$ cat config.mk
export PLATFORM = sky130hd
export DESIGN_NAME = sorted_priority_queue_top_flat
export DESIGN_NICKNAME = d
export VERILOG_FILES = /design/src/spq_pkg.sv /design/src/spq_if.sv /design/src/spq_cell.sv /design/src/sorted_priority_queue_top.sv /design/src/flat_wrapper.sv
export VERILOG_INCLUDE_DIRS = /design/src /design/src/src
export SDC_FILE = /design/constraint.sdc
export NUM_CORES = 1
export LEC_CHECK = 0
export CAP_MARGIN = 40
export CORE_UTILIZATION = 65
export CTS_BUF_LIST = sky130_fd_sc_hd__clkbuf_4
export CTS_CLUSTER_DIAMETER = 30
export DETAILED_ROUTE_END_ITERATION = 10
export DONT_BUFFER_PORTS = 1
export GPL_TIMING_DRIVEN = 0
export PLACE_DENSITY_LB_ADDON = 0.25
export RECOVER_POWER = 100
export REMOVE_ABC_BUFFERS = 1
export SYNTH_ARGS = -nofsm -noshare
export SYNTH_HDL_FRONTEND = slang
export SYNTH_SLANG_ARGS = --single-unit
export TNS_END_PERCENT = 1
$ cat constraint.sdc
create_clock -name clk -period 7.6 [get_ports clk]
set_clock_uncertainty 0.05 [all_clocks]
set_input_delay 1.9 -clock clk [delete_from_list [all_inputs] [get_ports clk]]
set_output_delay 1.9 -clock clk [all_outputs]
set_load 0.01 [all_outputs]
$ cat src/sorted_priority_queue_top_assert.svh
// assertion macros for the sorted priority queue top level
`ifndef SORTED_PRIORITY_QUEUE_TOP_ASSERT_SVH
`define SORTED_PRIORITY_QUEUE_TOP_ASSERT_SVH

// same-cycle implication, checked out of reset
`define SPQ_ASSERT_SAME(lbl, ante, cons) \
	lbl: assert property (@(posedge clk) disable iff (!arst_n) (ante) |-> (cons)) \
		else $error("sorted queue check failed");

// next-cycle implication, checked out of reset
`define SPQ_ASSERT_NEXT(lbl, ante, cons) \
	lbl: assert property (@(posedge clk) disable iff (!arst_n) (ante) |=> (cons)) \
		else $error("sorted queue check failed");

`endif

$ cat src/spq_pkg.sv
// types and constants shared by the sorted priority queue modules
package spq_pkg;

	localparam int DEPTH   = 16;
	localparam int CNT_W   = $clog2(DEPTH + 1);
	localparam int LEVEL_W = 4;
	localparam int ROLE_W  = 2;
	localparam int FILL_W  = 5;

	// request codes
	localparam logic [1:0] REQ_INSERT = 2'd0;
	localparam logic [1:0] REQ_POP    = 2'd1;
	localparam logic [1:0] REQ_CLEAR  = 2'd2;

	// status codes
	localparam logic [1:0] STATUS_OK    = 2'd0;
	localparam logic [1:0] STATUS_EMPTY = 2'd1;
	localparam logic [1:0] STATUS_FULL  = 2'd2;

	typedef struct packed {
		logic [LEVEL_W-1:0] level;
		logic [ROLE_W-1:0]  role;
	} entry_t;

	// control broadcast to every cell
	typedef struct packed {
		logic   insert;
		logic   pop;
		entry_t key;
	} cell_ctrl_t;

endpackage

$ cat src/spq_if.sv
// request and response channel interfaces of the sorted priority queue
interface spq_req_if;
	logic       valid;
	logic       ready;
	logic [1:0] req_type;
	logic [3:0] key_level;
	logic [1:0] entry_role;

	modport source (output valid, req_type, key_level, entry_role, input ready);
	modport sink (input valid, req_type, key_level, entry_role, output ready);
endinterface

interface spq_rsp_if;
	logic       valid;
	logic       ready;
	logic       out_valid;
	logic [3:0] out_level;
	logic [1:0] out_role;
	logic [1:0] status;
	logic [4:0] fill_count;

	modport source (output valid, out_valid, out_level, out_role, status, fill_count,
		input ready);
	modport sink (input valid, out_valid, out_level, out_role, status, fill_count,
		output ready);
endinterface

$ cat src/spq_cell.sv
// one slot of the sorted chain: keeps, takes the new entry, or shifts
module spq_cell (
	input  logic                clk,
	input  spq_pkg::cell_ctrl_t ctrl,
	input  logic                occupied,
	input  logic                left_above,
	input  spq_pkg::entry_t     left_entry,
	input  spq_pkg::entry_t     right_entry,
	output spq_pkg::entry_t     entry,
	output logic                above
);

	spq_pkg::entry_t entry_q;

	// this slot ranks strictly ahead of the incoming key
	assign above = occupied && (entry_q.level > ctrl.key.level);
	assign entry = entry_q;

	// slot update on insert or pop
	always_ff @(posedge clk) begin
		if (ctrl.insert) begin
			if (!above) begin
				if (left_above) begin
					entry_q <= ctrl.key;
				end else begin
					entry_q <= left_entry;
				end
			end
		end else if (ctrl.pop) begin
			entry_q <= right_entry;
		end
	end

endmodule

$ cat src/sorted_priority_queue_top.sv
// Sorted priority queue of spq_pkg::DEPTH entries held in a chain of slot cells,
// front (highest level, newest among equals) in cell 0. Every cell compares its
// entry with the incoming key at once and shifts, so an insert, pop or clear
// request is accepted every cycle unless the output stalls; its response comes
// out of an output register in the cycle after acceptance and the next request
// is taken while that response is being delivered. Slot contents are not cleared
// at reset, only the fill count is, so the queue is usable right after reset.
`include "sorted_priority_queue_top_assert.svh"

module sorted_priority_queue_top (
	input logic       clk,
	input logic       arst_n,
	spq_req_if.sink   req,
	spq_rsp_if.source rsp
);

	logic [spq_pkg::CNT_W-1:0] count_q;
	logic                      res_valid_q;
	logic                      res_out_valid_q;
	spq_pkg::entry_t           res_entry_q;
	logic [1:0]                res_status_q;

	logic                      accept;
	logic                      full;
	logic                      empty;
	spq_pkg::cell_ctrl_t       ctrl;
	spq_pkg::entry_t           cell_entry [spq_pkg::DEPTH];
	logic                      cell_above [spq_pkg::DEPTH];

	logic                      chk_ins_full;
	logic                      chk_two_held;
	logic                      chk_status_full;

	// request handshake and queue state
	assign req.ready = !res_valid_q || rsp.ready;
	assign accept    = req.valid && req.ready;
	assign full      = (count_q == spq_pkg::CNT_W'(spq_pkg::DEPTH));
	assign empty     = (count_q == '0);

	// broadcast control to the chain
	always_comb begin
		ctrl.insert    = accept && (req.req_type == spq_pkg::REQ_INSERT) && !full;
		ctrl.pop       = accept && (req.req_type == spq_pkg::REQ_POP) && !empty;
		ctrl.key.level = req.key_level;
		ctrl.key.role  = req.entry_role;
	end

	// chain of slot cells
	genvar i;
	generate
		for (i = 0; i < spq_pkg::DEPTH; i++) begin : g_cell
			logic            left_above;
			spq_pkg::entry_t left_entry;
			spq_pkg::entry_t right_entry;

			if (i == 0) begin : g_first
				assign left_above = 1'b1;
				assign left_entry = '0;
			end else begin : g_mid
				assign left_above = cell_above[i-1];
				assign left_entry = cell_entry[i-1];
			end

			if (i == spq_pkg::DEPTH - 1) begin : g_last
				assign right_entry = '0;
			end else begin : g_inner
				assign right_entry = cell_entry[i+1];
			end

			spq_cell u_cell (
				.clk         (clk),
				.ctrl        (ctrl),
				.occupied    (count_q > spq_pkg::CNT_W'(i)),
				.left_above  (left_above),
				.left_entry  (left_entry),
				.right_entry (right_entry),
				.entry       (cell_entry[i]),
				.above       (cell_above[i])
			);
		end
	endgenerate

	// fill count
	always_ff @(posedge clk or negedge arst_n) begin
		if (!arst_n) begin
			count_q <= '0;
		end else if (accept) begin
			case (req.req_type)
				spq_pkg::REQ_INSERT: begin
					if (!full) count_q <= count_q + 1'b1;
				end
				spq_pkg::REQ_POP: begin
					if (!empty) count_q <= count_q - 1'b1;
				end
				spq_pkg::REQ_CLEAR: begin
					count_q <= '0;
				end
				default: begin
					count_q <= count_q;
				end
			endcase
		end
	end

	// response valid
	always_ff @(posedge clk or negedge arst_n) begin
		if (!arst_n) begin
			res_valid_q <= 1'b0;
		end else if (accept) begin
			res_valid_q <= 1'b1;
		end else if (rsp.ready) begin
			res_valid_q <= 1'b0;
		end
	end

	// response payload
	always_ff @(posedge clk) begin
		if (accept) begin
			res_out_valid_q <= ctrl.pop;
			res_entry_q     <= ctrl.pop ? cell_entry[0] : '0;
			case (req.req_type)
				spq_pkg::REQ_INSERT: res_status_q <= full ? spq_pkg::STATUS_FULL
					: spq_pkg::STATUS_OK;
				spq_pkg::REQ_POP: res_status_q <= empty ? spq_pkg::STATUS_EMPTY
					: spq_pkg::STATUS_OK;
				default: res_status_q <= spq_pkg::STATUS_OK;
			endcase
		end
	end

	assign rsp.valid      = res_valid_q;
	assign rsp.out_valid  = res_out_valid_q;
	assign rsp.out_level  = res_entry_q.level;
	assign rsp.out_role   = res_entry_q.role;
	assign rsp.status     = res_status_q;
	assign rsp.fill_count = spq_pkg::FILL_W'(count_q);

	// terms used by the checks
	assign chk_ins_full    = accept && (req.req_type == spq_pkg::REQ_INSERT) && full;
	assign chk_two_held    = (count_q >= spq_pkg::CNT_W'(2));
	assign chk_status_full = (res_status_q == spq_pkg::STATUS_FULL);

	// checks
	`SPQ_ASSERT_SAME(a_count_bound, 1'b1, count_q <= spq_pkg::CNT_W'(spq_pkg::DEPTH))
	`SPQ_ASSERT_SAME(a_front_sorted, chk_two_held, cell_entry[0].level >= cell_entry[1].level)
	`SPQ_ASSERT_NEXT(a_full_refused, chk_ins_full, chk_status_full && $stable(count_q))
	`SPQ_ASSERT_NEXT(a_pop_count, ctrl.pop, count_q == $past(count_q) - 1'b1 && res_out_valid_q)

endmodule

$ cat src/flat_wrapper.sv
// flat-port wrapper written by rule: the top's interface ports become plain ports
module sorted_priority_queue_top_flat 
  (clk, arst_n, req_valid, req_req_type, req_key_level, req_entry_role, req_ready, rsp_valid, rsp_out_valid, rsp_out_level, rsp_out_role, rsp_status, rsp_fill_count, rsp_ready);
  spq_req_if req_i ();
  spq_rsp_if rsp_i ();
  input logic clk;
  input logic arst_n;
  input wire logic [$bits(req_i.valid)-1:0] req_valid;
  input wire logic [$bits(req_i.req_type)-1:0] req_req_type;
  input wire logic [$bits(req_i.key_level)-1:0] req_key_level;
  input wire logic [$bits(req_i.entry_role)-1:0] req_entry_role;
  output wire logic [$bits(req_i.ready)-1:0] req_ready;
  output wire logic [$bits(rsp_i.valid)-1:0] rsp_valid;
  output wire logic [$bits(rsp_i.out_valid)-1:0] rsp_out_valid;
  output wire logic [$bits(rsp_i.out_level)-1:0] rsp_out_level;
  output wire logic [$bits(rsp_i.out_role)-1:0] rsp_out_role;
  output wire logic [$bits(rsp_i.status)-1:0] rsp_status;
  output wire logic [$bits(rsp_i.fill_count)-1:0] rsp_fill_count;
  input wire logic [$bits(rsp_i.ready)-1:0] rsp_ready;
  assign req_i.valid = req_valid;
  assign req_i.req_type = req_req_type;
  assign req_i.key_level = req_key_level;
  assign req_i.entry_role = req_entry_role;
  assign req_ready = req_i.ready;
  assign rsp_valid = rsp_i.valid;
  assign rsp_out_valid = rsp_i.out_valid;
  assign rsp_out_level = rsp_i.out_level;
  assign rsp_out_role = rsp_i.out_role;
  assign rsp_status = rsp_i.status;
  assign rsp_fill_count = rsp_i.fill_count;
  assign rsp_i.ready = rsp_ready;
  sorted_priority_queue_top u_core (.clk(clk), .arst_n(arst_n), .req(req_i), .rsp(rsp_i));
endmodule
==> impl_metrics.py <==
metrics = {
    "die": {
        "num_rows": 38,
        "fp.dieH_um": 109,
        "initial_utilization_pct": 68.0,
        "design.portCount": 28,
        "die_footprint_mm2": 0.0120,
        "core_area_mm2": 0.0110,
        "die_w_um": 109,
    },
    "synth": {
        "synthesis.instances": 732,
        "synth_enable_flop_cells": 105,
        "synth.avg_cell_area_um2": 10.2,
        "yosys.cell_types.count": 58,
        "synth_seq_cells": 111,
        "ys_async_sr_fraction_pct": 5.41,
        "synth_seq_area_share_pct": 44.0,
        "synthesis.area_mm2": 0.00750,
        "synth-main-ff-cell": "edfxtp_1",
        "yosys_warnings": 0,
    },
    "power": {
        "power.density_cell_area_mw_per_mm2": 218,
        "total_leakage_power_nw": 2.93,
        "switching_part_of_the_total_power_pct": 36.6,
        "design_power_total_mw": 1.67,
        "power_frac_seq_pct": 49.5,
        "cell_internal_pwr_mw": 1.06,
        "p_switching_mw": 0.609,
        "ir_worst_vdd_mv": 0.162,
        "clockPowerShare_pct": 19.8,
        "combinationalPowerShare_pct": 30.6,
    },
    "sta": {
        "hold_viol_final": 0,
        "post-route-worst-setup-slack_ps": 2300,
        "relSlewSlack_pct": -9.40,
        "rsz0062_at_grt": "no",
        "final.period_utilization_pct": 69.7,
        "clock.fmax_mhz": 189,
        "slew_of_the_pin_with_the_lowest_slew_margin_ps": 1640,
        "hold_ws_ps": 532,
        "finalMaxSlewViolations": 40,
        "finalSetupViolations": 0,
        "period_needed_ps": 5300,
    },
    "global_route": {
        "grt.total_usage_pct": 33.6,
        "grt_pass1_vias": 5783,
        "initial_antenna_violation_count": 1,
        "grt_first_pass_wirelength_mm": 29.9,
        "grt_remaining_overflow": 0,
        "pin_count_of_the_biggest_net_entering_global_routing": 83,
    },
    "clocking": {
        "cts.clk_slew.worst_paths_ps": 160,
        "root_buffer": "clkbuf_4",
        "cts_post_setup_buffers_inserted": 0,
        "cts-hold-fix-buffers": 0,
        "clock_sinks": 111,
        "cts_inserted_buffers": 9,
        "cts_tree": "built",
        "clk_latency_ps": 500,
        "cts.htree.levels": 3,
        "post_cts_resize_count": 0,
        "clockBufferDepth": 2,
    },
    "route": {
        "routed_via_density": 7.03,
        "ant_nets": 0,
        "wirelength_mm": 18.9,
        "met1_length_mm": 7.78,
        "detail_route.iter0.violations": 695,
        "detail_route.first_pass.iterations": 7,
        "detailroute.wirelength.met2_mm": 8.76,
        "via_count": 5958,
        "dr.max_layer_used": "met4",
        "wl_met3_mm": 1.69,
        "route.detailed.wl_per_inst_um": 22.3,
        "drcViolationCount": 0,
    },
    "critical_path": {
        "crit_slowest_cell": "clkbuf_1",
        "critical_path_cell_count": 7,
        "timing.critical_path.max_delay_family": "simple AND/OR/NAND/NOR gates",
        "crit_path_start_kind": "input port",
        "cp_cell_sequence": "inv_1 -> ha_1 -> and4_1 -> clkbuf_1 -> and2_0 -> nand3_1 -> o221ai_1",
        "worst_ep_arrival_time_ps": 5570,
        "timing.critical_path.to_type": "flop",
        "criticalPathCategory": "in2reg",
        "crit_path_buf_inv_count": 2,
        "timing.critical_path.slowest_cell_delay_ps": 1260,
        "crit_required_ps": 7870,
        "reg2reg_depth": 8,
        "critPathMaxFanout": 39,
    },
    "placement": {
        "placement.setup.worst_slack_ps": 2590,
        "place.port_buffers": 0,
        "gpl.final_weighted_congestion": 0.859,
        "dp_cells": 831,
        "dp_hpwl_mm": 13.2,
    },
    "cells_and_area": {
        "leading_cell_type_in_the_layout_fill_and_taps_excluded": "edfxtp_1",
        "synthToLayoutAreaGrowth_pct": 1.94,
        "fillers": 838,
        "fin_nets": 786,
        "post_layout_nonfiller_instances": 848,
        "final_layout_size_suffix_gt1_share_pct": 4.38,
        "mostFrequentLayoutCells": "edfxtp_1, nand2_1, ha_1, o21ai_0, o211ai_1",
    },
    "outcome": {
        "status": "complete, but fails checks",
        "failed_checks": "max-capacitance violations, max-slew violations",
    },
    "hold_path": {
        "path_class_of_the_lowest_slack_min_delay_path": "reg2reg",
        "worstHoldPathCells": 1,
    },
    "run": {
        "cap_viol_max_count": 1,
    },
}
power by group through the flow:
stage | Clock, mW | Sequential [mW] | Combinational [mW]
2_1_floorplan | 0 | 0.807 | 0.397
3_3_place_gp | 0 | 0.832 | 0.480
3_5_place_dp | 0 | 0.835 | 0.509
4_1_cts | 0.330 | 0.821 | 0.511
5_1_grt | 0.352 | 0.833 | 0.558
6_report | 0.330 | 0.825 | 0.510
kinds of logic after synthesis:
kind of cell | Yosys count | share of synthesized area, %
AO/OA/AOI/OAI | 210 | 19.3
adder cells (fa/ha/maj) | 72 | 12.0
buffers and inverters | 71 | 4.12
flip-flops | 111 | 44.0
multiplexers | 42 | 5.61
AND/OR/NAND/NOR | 226 | 15.0
path summary, 6_finish.rpt:
kind	slack, ps	from	end
setup / recovery	2300	req_req_type[1]	u_core.g_cell[6].u_cell.entry[2]
min in group asynchronous	1010	arst_n	u_core.rsp.valid
setup reg to reg	2720	u_core.rsp.fill_count[1]	u_core.g_cell[6].u_cell.entry[2]
hold reg to reg	530	u_core.g_cell[0].u_cell.entry[0]	u_core.rsp.out_role[0]
hold / removal	530	u_core.g_cell[0].u_cell.entry[0]	u_core.rsp.out_role[0]
max in group asynchronous	6430	arst_n	u_core.rsp.fill_count[1]
cell usage after synthesis (all sizes together), types with 2 or more instances:
| cell type | number | area share (%) |
|---|---|---|
| edfxtp | 105 | 42 |
| nand2 | 103 | 5.2 |
| ha | 72 | 12 |
| o21ai | 69 | 4.6 |
| o211ai | 53 | 5.3 |
| mux2i | 42 | 5.6 |
| a21oi | 40 | 2.9 |
| nor2 | 27 | 1.5 |
| inv | 26 | 1.3 |
| buf | 23 | 1.7 |
| clkbuf | 22 | 1.1 |
| nor2b | 19 | 1.6 |
| nand4 | 18 | 1.5 |
| nand3 | 12 | 0.80 |
| and2 | 10 | 0.83 |
| nor3 | 10 | 0.67 |
| and4 | 9 | 1.1 |
| a221o | 8 | 1.1 |
| a31oi | 6 | 0.50 |
| dfrtp | 6 | 2.0 |
| o221ai | 6 | 0.70 |
| a21o | 5 | 0.50 |
| a221oi | 4 | 1.2 |
| nor3b | 4 | 0.40 |
| a22oi | 3 | 0.30 |
| or2 | 3 | 0.25 |
| a211oi | 2 | 0.37 |
| a41o | 2 | 0.27 |
| nand2b | 2 | 0.17 |
| o211a | 2 | 0.27 |
flip-flops by register name (all words and copies together), names as in the netlist:
signal,cells
u_core.rsp.status,2
u_core.rsp.out_level,4
u_core.rsp.fill_count,5
u_core.g_cell.u_cell.entry,96
u_core.rsp.valid,1
u_core.rsp.out_role,2
u_core.rsp.out_valid,1
per-layer routing:
metal	vias to the layer above	global-route usage, %
met5	-	0
met4	0	17.2
met3	54	5.10
met2	332	54.3
met1	2836	43.8
li1	2736	-
stage by stage:
step | utilization, % | cell area, um2 | setup TNS [ps]
final | 69.3 | 7640 | 0
after global routing | 69.3 | 7640 | 0
after CTS | 69.7 | 7690 | 0
after detailed placement | 68.3 | 7530 | 0
after global placement | 67.7 | 7460 | -45320
after floorplan | - | 7290 | 0
cell type report:
cell class                      count  area, um2  share of cell area (%)
Clock buffer                        9       67.6                   0.884
Multi-Input combinational cell    550       3870                    50.7
Tap cell                          140        175                    2.29
Inverter                           26       97.6                    1.28
Clock inverter                      7       87.6                    1.15
Sequential cell                   111       3300                    43.2
Antenna cell                        1       2.50                  0.0327
Timing Repair Buffer                4       38.8                   0.507
Note: power is estimated with default switching activity, not from simulation.
